===== src/rtl/rssc_pkg.sv =====
// ----------------------------------------------------------------------------
// rssc_pkg: shared types, constants and helpers
// Item layouts, queue entry layout, command and mode codes and the
// modulo-26 adder used by the front and back parts of the rotor cipher.
// ----------------------------------------------------------------------------
`default_nettype none

package rssc_pkg;

  localparam int unsigned LETTERS     = 26;
  localparam int unsigned LETTER_W    = 5;
  localparam int unsigned ROTORS      = 3;
  localparam int unsigned SEL_W       = 2;
  localparam int unsigned CHAR_W      = 8;
  localparam int unsigned CFG_IDX_W   = 1;
  localparam int unsigned CFG_DATA_W  = 5;
  localparam int unsigned QUEUE_DEPTH = 2;
  localparam int unsigned QUEUE_PTR_W = $clog2(QUEUE_DEPTH);
  localparam int unsigned QUEUE_CNT_W = $clog2(QUEUE_DEPTH + 1);

  localparam logic [CHAR_W-1:0]   CHAR_A       = 8'd65;
  localparam logic [CHAR_W-1:0]   CHAR_Z       = 8'd90;
  localparam logic [LETTER_W-1:0] OFFSET_RESET = 5'd4;

  // Command codes.
  localparam logic CMD_LOAD = 1'b0;
  localparam logic CMD_CHAR = 1'b1;

  // Mode codes.
  localparam logic MODE_ENC = 1'b0;
  localparam logic MODE_DEC = 1'b1;

  // Configuration register indexes.
  localparam logic [CFG_IDX_W-1:0] CFG_MODE   = 1'b0;
  localparam logic [CFG_IDX_W-1:0] CFG_OFFSET = 1'b1;

  typedef struct packed {
    logic                command;
    logic [SEL_W-1:0]    rotor_select;
    logic [LETTER_W-1:0] entry_index;
    logic [LETTER_W-1:0] entry_letter;
    logic [CHAR_W-1:0]   char_in;
    logic                first_of_message;
  } in_item_t;

  typedef struct packed {
    logic [CHAR_W-1:0] char_out;
    logic              passed_through;
  } out_item_t;

  // One classified operation as it travels from the front to the back.
  typedef struct packed {
    logic                is_load;      // rotor entry write, no result
    logic                load_ok;      // load fields in range
    logic [SEL_W-1:0]    sel;
    logic [LETTER_W-1:0] eidx;
    logic [LETTER_W-1:0] elet;
    logic                letter;       // uppercase letter to be ciphered
    logic                mode;
    logic [CHAR_W-1:0]   ch;
    logic [LETTER_W-1:0] val;          // shifted index (encode) or raw index
    logic [LETTER_W-1:0] shift;
  } rssc_op_t;

  // Sum of two letter indexes, both below LETTERS, taken modulo LETTERS.
  function automatic logic [LETTER_W-1:0] mod_add(input logic [LETTER_W-1:0] a,
                                                  input logic [LETTER_W-1:0] b);
    logic [LETTER_W:0] sum;
    sum = {1'b0, a} + {1'b0, b};
    if (sum >= (LETTER_W+1)'(LETTERS)) begin
      sum = sum - (LETTER_W+1)'(LETTERS);
    end
    return sum[LETTER_W-1:0];
  endfunction

endpackage

`default_nettype wire


===== src/rtl/rssc_front.sv =====
// ----------------------------------------------------------------------------
// rssc_front: input acceptance and classification
// Tracks the message position, works out the shift and turns every item
// into a queue entry for the back part.
// ----------------------------------------------------------------------------
`default_nettype none

module rssc_front import rssc_pkg::*; (
  input  wire logic                clk,
  input  wire logic                rst_n,
  input  wire logic                in_valid,
  output      logic                in_ready,
  input  wire in_item_t            in_data,
  input  wire logic                mode,
  input  wire logic [LETTER_W-1:0] start_offset,
  output      logic                push_valid,
  input  wire logic                push_ready,
  output      rssc_op_t            push_data
);

  logic [LETTER_W-1:0] pos_r, pos_nxt;
  logic [LETTER_W-1:0] pos_cur;
  logic [LETTER_W-1:0] off_m;
  logic [LETTER_W-1:0] shift;
  logic [CHAR_W-1:0]   rel;
  logic                accept;
  logic                is_char;

  assign in_ready   = push_ready;
  assign push_valid = in_valid;
  assign accept     = in_valid & push_ready;
  assign is_char    = (in_data.command == CMD_CHAR);

  always_comb begin
    pos_cur = in_data.first_of_message ? '0 : pos_r;
    off_m   = (start_offset >= LETTER_W'(LETTERS)) ?
              start_offset - LETTER_W'(LETTERS) : start_offset;
    shift   = mod_add(pos_cur, off_m);
    rel     = in_data.char_in - CHAR_A;

    push_data.is_load = ~is_char;
    push_data.load_ok = (in_data.rotor_select < SEL_W'(ROTORS)) &&
                        (in_data.entry_index < LETTER_W'(LETTERS)) &&
                        (in_data.entry_letter < LETTER_W'(LETTERS));
    push_data.sel     = in_data.rotor_select;
    push_data.eidx    = in_data.entry_index;
    push_data.elet    = in_data.entry_letter;
    push_data.letter  = (in_data.char_in >= CHAR_A) && (in_data.char_in <= CHAR_Z);
    push_data.mode    = mode;
    push_data.ch      = in_data.char_in;
    push_data.shift   = shift;
    push_data.val     = (mode == MODE_ENC) ? mod_add(rel[LETTER_W-1:0], shift)
                                           : rel[LETTER_W-1:0];

    pos_nxt = pos_r;
    if (accept && is_char) begin
      pos_nxt = mod_add(pos_cur, LETTER_W'(1));
    end
  end

  always_ff @(posedge clk) begin
    if (!rst_n) begin
      pos_r <= '0;
    end else begin
      pos_r <= pos_nxt;
    end
  end

endmodule

`default_nettype wire


===== src/rtl/rssc_queue.sv =====
// ----------------------------------------------------------------------------
// rssc_queue: short operation queue
// Two-entry first-in first-out buffer between the front and back parts;
// a push and a pop may happen in the same cycle.
// ----------------------------------------------------------------------------
`default_nettype none

module rssc_queue import rssc_pkg::*; (
  input  wire logic     clk,
  input  wire logic     rst_n,
  input  wire logic     push_valid,
  output      logic     push_ready,
  input  wire rssc_op_t push_data,
  output      logic     pop_valid,
  input  wire logic     pop_ready,
  output      rssc_op_t pop_data
);

  rssc_op_t                 mem_r [QUEUE_DEPTH];
  logic [QUEUE_PTR_W-1:0]   wr_ptr_r, wr_ptr_nxt;
  logic [QUEUE_PTR_W-1:0]   rd_ptr_r, rd_ptr_nxt;
  logic [QUEUE_CNT_W-1:0]   cnt_r, cnt_nxt;
  logic                     push, pop;

  assign push_ready = (cnt_r != QUEUE_CNT_W'(QUEUE_DEPTH));
  assign pop_valid  = (cnt_r != '0);
  assign pop_data   = mem_r[rd_ptr_r];
  assign push       = push_valid & push_ready;
  assign pop        = pop_valid & pop_ready;

  always_comb begin
    wr_ptr_nxt = wr_ptr_r;
    rd_ptr_nxt = rd_ptr_r;
    cnt_nxt    = cnt_r;
    if (push) begin
      wr_ptr_nxt = (wr_ptr_r == QUEUE_PTR_W'(QUEUE_DEPTH - 1)) ? '0
                                                              : wr_ptr_r + 1'b1;
    end
    if (pop) begin
      rd_ptr_nxt = (rd_ptr_r == QUEUE_PTR_W'(QUEUE_DEPTH - 1)) ? '0
                                                              : rd_ptr_r + 1'b1;
    end
    if (push && !pop) begin
      cnt_nxt = cnt_r + 1'b1;
    end else if (pop && !push) begin
      cnt_nxt = cnt_r - 1'b1;
    end
  end

  always_ff @(posedge clk) begin
    if (!rst_n) begin
      wr_ptr_r <= '0;
      rd_ptr_r <= '0;
      cnt_r    <= '0;
    end else begin
      wr_ptr_r <= wr_ptr_nxt;
      rd_ptr_r <= rd_ptr_nxt;
      cnt_r    <= cnt_nxt;
    end
  end

  always_ff @(posedge clk) begin
    if (push) begin
      mem_r[wr_ptr_r] <= push_data;
    end
  end

endmodule

`default_nettype wire


===== src/rtl/rssc_back.sv =====
// ----------------------------------------------------------------------------
// rssc_back: rotor tables and cipher datapath
// Applies rotor loads, runs letters through the three rotors and holds the
// result in the output register.
// ----------------------------------------------------------------------------
`default_nettype none

module rssc_back import rssc_pkg::*; (
  input  wire logic     clk,
  input  wire logic     rst_n,
  input  wire logic     pop_valid,
  output      logic     pop_ready,
  input  wire rssc_op_t pop_data,
  output      logic     out_valid,
  input  wire logic     out_ready,
  output      out_item_t out_data
);

  typedef logic [LETTER_W-1:0] rotor_t [LETTERS];

  rotor_t              fwd_r [ROTORS];
  rotor_t              inv_r [ROTORS];
  logic                out_valid_r, out_valid_nxt;
  out_item_t           out_data_r, out_data_nxt;
  logic                fire;
  logic [LETTER_W-1:0] v1, v2, v3, back_shift, res_idx;
  logic [CHAR_W-1:0]   res_char;

  // Entries beyond the alphabet read as letter A.
  function automatic logic [LETTER_W-1:0] rd(input rotor_t tbl,
                                             input logic [LETTER_W-1:0] idx);
    logic [LETTER_W-1:0] v;
    v = '0;
    if (idx < LETTER_W'(LETTERS)) begin
      v = tbl[idx];
    end
    return v;
  endfunction

  assign pop_ready = ~out_valid_r | out_ready;
  assign fire      = pop_valid & pop_ready;
  assign out_valid = out_valid_r;
  assign out_data  = out_data_r;

  always_comb begin
    if (pop_data.mode == MODE_ENC) begin
      v1 = rd(fwd_r[0], pop_data.val);
      v2 = rd(fwd_r[1], v1);
      v3 = rd(fwd_r[2], v2);
      back_shift = '0;
      res_idx    = v3;
    end else begin
      v1 = rd(inv_r[2], pop_data.val);
      v2 = rd(inv_r[1], v1);
      v3 = rd(inv_r[0], v2);
      back_shift = (pop_data.shift == '0) ? '0 : LETTER_W'(LETTERS) - pop_data.shift;
      res_idx    = mod_add(v3, back_shift);
    end
    res_char = CHAR_A + CHAR_W'(res_idx);

    out_valid_nxt = out_valid_r & ~out_ready;
    out_data_nxt  = out_data_r;
    if (fire && !pop_data.is_load) begin
      out_valid_nxt               = 1'b1;
      out_data_nxt.char_out       = pop_data.letter ? res_char : pop_data.ch;
      out_data_nxt.passed_through = ~pop_data.letter;
    end
  end

  always_ff @(posedge clk) begin
    if (!rst_n) begin
      out_valid_r <= 1'b0;
    end else begin
      out_valid_r <= out_valid_nxt;
    end
  end

  always_ff @(posedge clk) begin
    out_data_r <= out_data_nxt;
  end

  always_ff @(posedge clk) begin
    if (fire && pop_data.is_load && pop_data.load_ok) begin
      fwd_r[pop_data.sel[SEL_W-1:0]][pop_data.eidx] <= pop_data.elet;
      inv_r[pop_data.sel[SEL_W-1:0]][pop_data.elet] <= pop_data.eidx;
    end
  end

endmodule

`default_nettype wire


===== src/rtl/rotor_shift_substitution_cipher_top.sv =====
// ----------------------------------------------------------------------------
// rotor_shift_substitution_cipher_top: three-rotor cipher with a shift
// Enciphers or deciphers uppercase ASCII letters one item at a time and
// passes every other byte through; rotor entries are loaded as items.
// ----------------------------------------------------------------------------
//
//   channel  | direction | handshake            | payload
//   ---------+-----------+----------------------+-----------------------------
//   in_      | input     | in_valid / in_ready  | in_data   (in_item_t)
//   out_     | output    | out_valid / out_ready| out_data  (out_item_t)
//   cfg_     | input     | cfg_valid / cfg_ready| cfg_index, cfg_data
//
// One item can be accepted in every cycle while the queue has room. A character
// item passes the queue register and then the output register before it shows
// up on the output. Loads give no output item.
// Reset clears the position counter, the queue and the output valid flag and
// sets mode to encode and the offset to four; rotor tables hold nothing
// meaningful until loaded. A stalled output fills the two-entry queue, after
// which in_ready drops until the output is taken again.
// ----------------------------------------------------------------------------
`default_nettype none

module rotor_shift_substitution_cipher_top import rssc_pkg::*; (
  input  wire logic                  clk,
  input  wire logic                  rst_n,
  input  wire logic                  in_valid,
  output      logic                  in_ready,
  input  wire in_item_t              in_data,
  output      logic                  out_valid,
  input  wire logic                  out_ready,
  output      out_item_t             out_data,
  input  wire logic                  cfg_valid,
  output      logic                  cfg_ready,
  input  wire logic [CFG_IDX_W-1:0]  cfg_index,
  input  wire logic [CFG_DATA_W-1:0] cfg_data
);

  // Configuration registers. Writes are taken at any time; the user only
  // writes while the block is idle, so no item sees a change midway.
  logic                mode_r, mode_nxt;
  logic [LETTER_W-1:0] offset_r, offset_nxt;

  rssc_op_t push_data, pop_data;
  logic     push_valid, push_ready, pop_valid, pop_ready;

  assign cfg_ready = 1'b1;

  always_comb begin
    mode_nxt   = mode_r;
    offset_nxt = offset_r;
    if (cfg_valid) begin
      case (cfg_index)
        CFG_MODE:   mode_nxt   = cfg_data[0];
        CFG_OFFSET: offset_nxt = cfg_data[LETTER_W-1:0];
        default:    ;
      endcase
    end
  end

  always_ff @(posedge clk) begin
    if (!rst_n) begin
      mode_r   <= MODE_ENC;
      offset_r <= OFFSET_RESET;
    end else begin
      mode_r   <= mode_nxt;
      offset_r <= offset_nxt;
    end
  end

  // The front classifies each item and computes the shift from the position.
  rssc_front u_front (
    .clk          (clk),
    .rst_n        (rst_n),
    .in_valid     (in_valid),
    .in_ready     (in_ready),
    .in_data      (in_data),
    .mode         (mode_r),
    .start_offset (offset_r),
    .push_valid   (push_valid),
    .push_ready   (push_ready),
    .push_data    (push_data)
  );

  // The queue lets the front keep accepting while the back waits on out_ready.
  rssc_queue u_queue (
    .clk        (clk),
    .rst_n      (rst_n),
    .push_valid (push_valid),
    .push_ready (push_ready),
    .push_data  (push_data),
    .pop_valid  (pop_valid),
    .pop_ready  (pop_ready),
    .pop_data   (pop_data)
  );

  // The back owns the rotor tables; loads and characters reach it in order.
  rssc_back u_back (
    .clk       (clk),
    .rst_n     (rst_n),
    .pop_valid (pop_valid),
    .pop_ready (pop_ready),
    .pop_data  (pop_data),
    .out_valid (out_valid),
    .out_ready (out_ready),
    .out_data  (out_data)
  );

endmodule

`default_nettype wire


===== config.mk =====
export PLATFORM = sky130hd
export DESIGN_NAME = rotor_shift_substitution_cipher_top
export DESIGN_NICKNAME = d
export VERILOG_FILES = /design/src/rtl/rssc_pkg.sv /design/src/rtl/rssc_front.sv /design/src/rtl/rssc_queue.sv /design/src/rtl/rssc_back.sv /design/src/rtl/rotor_shift_substitution_cipher_top.sv
export SDC_FILE = /design/constraint.sdc
export NUM_CORES = 1
export LEC_CHECK = 0
export ABC_AREA = 0
export ABC_CLOCK_PERIOD_IN_PS = 10400
export CORE_UTILIZATION = 45
export CTS_BUF_LIST = sky130_fd_sc_hd__clkbuf_8 sky130_fd_sc_hd__clkbuf_16
export DETAILED_ROUTE_END_ITERATION = 10
export DONT_BUFFER_PORTS = 1
export PLACE_DENSITY = 0.58
export SLEW_MARGIN = 20
export SYNTH_ARGS = -nofsm -noshare
export SYNTH_HDL_FRONTEND = slang
export SYNTH_SLANG_ARGS = --single-unit

===== constraint.sdc =====
create_clock -name clk -period 10.4 [get_ports clk]
set_input_delay 3.12 -clock clk [delete_from_list [all_inputs] [get_ports clk]]
set_output_delay 3.12 -clock clk [all_outputs]
set_load 0.02 [all_outputs]

# == Word level (Yosys, flattened, before mapping) ==
# Memory sizes are Yosys's and may differ from the RTL's. A register that Yosys moved wholly into a read port is not among the register bits.
# Cells that the tools add are included.
# op_classes
n_lt_le_gt_ge,24
reduce_logical,19
n_eq_ne,1
bitwise,16
addsub,16
n_mux,55
# op_table
cell,n
$mux W130,2
$mux W5,34
$bmux W5 S5,6
$demux W5 S5,2
$ge A6 B6 Y1 const B,7
$not A5 Y6,7
$lt A5 B5 Y1 const B,7
$sub A5 B5 Y5 const B,5
$ge A6 B5 Y1 const B,4
$add A5 B5 Y6,3
$lt A6 B1 Y1 const B,2
$logic_and A1 B1 Y1,11
$add A7 B5 Y8 const A,1
$ge A8 B7 Y1 const B,1
$le A8 B7 Y1 const B,1
$mux W1,8
$mux W8,1
$add A5 B1 Y6 const B,1
$ge A5 B5 Y1 const B,1
$logic_not A5 Y1,1
$not A1 Y1,5
$sub A5 B1 Y5 const B,1
$sub A5 B5 Y5 const A,1
$mux W2,2
10 further kinds,17
# word_totals
ramBits,848
regBits,25
mem_count,3
elab_cells,143
out_inout_bits,12
in_bits,33
# mem_list
name,words,width,rd,rd_clocked_by_memory_dff,write_ports,line,text
u_back.fwd_r,3,130,3,0,1,rssc_back.sv:21,rotor_t fwd_r [ROTORS];
u_back.inv_r,3,130,3,0,1,rssc_back.sv:22,rotor_t inv_r [ROTORS];
u_queue.mem_r,2,34,1,1,1,rssc_queue.sv:19,rssc_op_t mem_r [QUEUE_DEPTH];

# == Logic depth before layout (Yosys ltp) ==
# depth
ltp_word,24
mapped_depth,41

# == Modules after synthesis ==
# A second synthesis with hierarchy kept.
# hier_totals
cells_unflattened,2405
area_unflattened_um2,37437.2
# modules_own_cells
module,n_inst,cells_each,seq_area_each_um2,area_each_um2
rssc_back,1,2052,23712.7,33030.4
rssc_queue,1,130,2142.1,2692.6
rssc_front,1,195,100.1,1470.2
rotor_shift_substitution_cipher_top,1,28,120.1,244.0

# == Least setup slack after synthesis ==
# No wires, ideal clock.
# synth_path
path_type,reg-to-reg
start,reg (tool-made name)
end,reg u_back.out_data_r (netlist bit u_back.out_data[4]) (data pin)
required_time_ps,10248
path_stages_with_launch,36
setup_slack_ps,3108
n_path_buf,7
t_arrival_ps,7140
cell_sequence,dfxtp_1 > buf_6 > mux2i_4 > buf_4 > buf_4 > buf_6 > buf_4 > nand3_1 > a21oi_1 > nor3_1 > o311ai_2 > buf_2 > mux2i_1 > mux2i_1 > mux2_2 > mux2i_2 > buf_4 > mux4_2 > a21oi_1 > o221ai_1 > ha_1 > inv_1 > fa_1 > inv_1 > a21o_1 > a21oi_1 > xnor2_1 > nand3_1 > nand2_1 > nand2b_1 > xnor2_1 > nand2_1 > o211ai_1 > o32a_1 > or4_1 > a31oi_1
# synth_rtl
item,line,text
"end signal, assigned",rssc_back.sv:79,out_data_r <= out_data_nxt;
"end, declared",rssc_back.sv:24,"out_item_t out_data_r, out_data_nxt;"

==> metrics.cfg <==
[clocking]
cts_buffer_depth=3
clock_sinks=874
cts_tree=yes
hold_buffers=0
cts_setup_buffers=0
clock_latency_ps=640
cts_buffers=92
htree_levels=3
cts-root-buf=clkbuf_16
post_cts_resized=0
path_clk_slew_ps=60

[finish]
fillers=7064
register_area_um2=26100
layout.nets=2699
area_growth_syn_to_layout_pct=10.6
drive_above_1_share_pct=12.5
multi_input_area_um2=11300

[timing]
slew_viol_final=0
slew-limit-headroom_pct=27.3
setup_viol=0
setup-tns-final_ps=0
final_hold_viol_count=0
fmax_mhz=111
tightest_slew_ps=1080
min_period_ps=9000
finClkSkew_ps=19.2
rsz0062_at_grt=no
min_period_over_period_pct=86.5

[worst_setup_path]
r2r_end=u_back.out_data[4]
critical_path_class=reg -> reg
slowest_delay_ps=720
r2r_slack_ps=1400
crit_buf_inv=5
rr_worst_depth=31
required_ps=10890
worstPathArrival_ps=9480
cp-start-kind=register
worst-path-stages=31
path_delay_family=multiplexers
end_kind=register
cp_common_cell=buf_4
crit_fanout=47
critPathSlowestCell=o311ai_4

[global_route]
grt_pass1_vias=23200
grt.overflow.total=0
antenna_found_initial=2
global_route.usage.met3_pct=3.91
grt_pass1_wl_um=149000
grt_max_degree=83
met1_usage_pct=31.9
grt_usage_pct=22.9
met2_usage_pct=37.2
busiest_layer=met2

[drt]
drt-vias-per-instance=6.00
drt_pass1_iterations=6
vias=23100
drt_iter0_drc=2292
ant_nets=0
routedWlPerCell_um=25.8
wirelength_um=99000
drc=0

[worst_hold_path]
hold_path.class=reg -> reg
min_to=offset_r[3]
hp-start=offset_r[3]
min_path_cells=2

[yosys]
yosys-top-cells-area=edfxtp_1 (67%), mux2i_1 (6.7%), nand2_1 (2.3%)
syn_area_per_cell_um2=14.5
syn-cell-area_um2=38400
synth_edf_count=857
synth_seq_area_share_pct=67.9
synth.most_common_cell=edfxtp_1
synthFlopType=edfxtp_1
synth-seq-cells=874
synthArstFlopShare_pct=0
syn_nets=2711
synthTopCellsByCount=edfxtp_1 (857), mux2i_1 (256), nand2_1 (240)
yosysTopAreaCellShare_pct=67.0
ys_types=100
synth-warning-count=0
synth_top_area_cell=edfxtp_1
netlist_instances=2646

[floorplanning]
die_h_um=294
dieWidth_um=294
die-area_um2=86600
core_area_um2=84100
rows=106
start_util_pct=45.7
io_pins=45

[placement]
port_buffers=0
post-dp-hpwl_um=61400
gp_congestion=0.870

[flow_run]
drv_cap=0

[run_status]
outcome=finished clean

[area by class of cell]
class                           count  share of cell area [%]
Antenna cell                        2                  0.0118
Clock buffer                       98                    5.72
Clock inverter                     70                    1.29
Inverter                           57                   0.518
Multi-Input combinational cell   1550                    26.6
Sequential cell                   874                    61.4
Tap cell                         1134                    3.34
Timing Repair Buffer               59                    1.12
[cell families after synthesis]
group	count (synthesis)	synth area share (%)
adder cells (fa/ha/maj)	32	1.10
AO/OA/AOI/OAI	454	8.48
buffers and inverters	222	3.13
other	1	0.00976
flip-flops	874	67.9
multiplexers	348	10.2
XOR/XNOR	29	0.661
AND/OR/NAND/NOR	686	8.55
[sequential cells by signal, summed over array words and instances, names as in the netlist, named ones only]
register,flops
u_queue.wr_ptr_r,1
u_back.out_data,9
u_queue.rd_ptr_r,1
u_back.inv_r,390
u_queue.mem_r,68
offset_r,5
mode_r,1
u_front.pos_r,5
u_back.fwd_r,390
u_back.out_valid,1
u_queue.cnt_r,2
[metrics by stage]
| step | hold WS, ps | worst slack, ps | area (um2) | instances | util [%] |
|---|---|---|---|---|---|
| 2_1_floorplan | 424 | 3110 | 38400 | 2646 | - |
| 3_3_place_gp | 490 | 1550 | 39500 | 3673 | 46.9 |
| 3_5_place_dp | 501 | 1360 | 39500 | 3673 | 46.9 |
| 4_1_cts | 518 | 1360 | 42400 | 3841 | 50.5 |
| 5_1_grt | 560 | 798 | 42500 | 3842 | 50.5 |
| 6_report | 519 | 1400 | 42500 | 3844 | 50.5 |
[layout by cell type (no fill, tap or decap), types with 29 or more instances in the layout]
master     count
edfxtp_1     857
mux2i_1      254
nand2_1      240
nor3_1       176
clkbuf_16     96
nand3_1       83
a21oi_1       78
o21ai_0       77
inv_1         63
mux2_2        58
buf_4         57
nor2_1        56
nor2b_1       30
ha_1          29
[routing by layer]
metal / up-vias / wire length, um
met5: - / 0
met4: 0 / 2200
met3: 151 / 6790
met2: 905 / 47200
met1: 11700 / 42800
li1: 10300 / -
[how the worst max path moves through the flow]
stage	to
6_report	u_back.out_data[4]
5_1_grt	u_back.out_data[4]
4_1_cts	u_back.out_data[4]
3_5_place_dp	u_back.out_data[4]
3_3_place_gp	u_back.out_data[4]
2_1_floorplan	u_back.out_data[4]
[worst min-delay path: stages (launching register included)]
cell	delay [ps]
dfxtp_1	340
nand2_1	60
a21boi_0	70
Power is left out: the tool's default activity adds up to more than one toggle a clock period on the data nets, which glitch-free logic cannot reach.
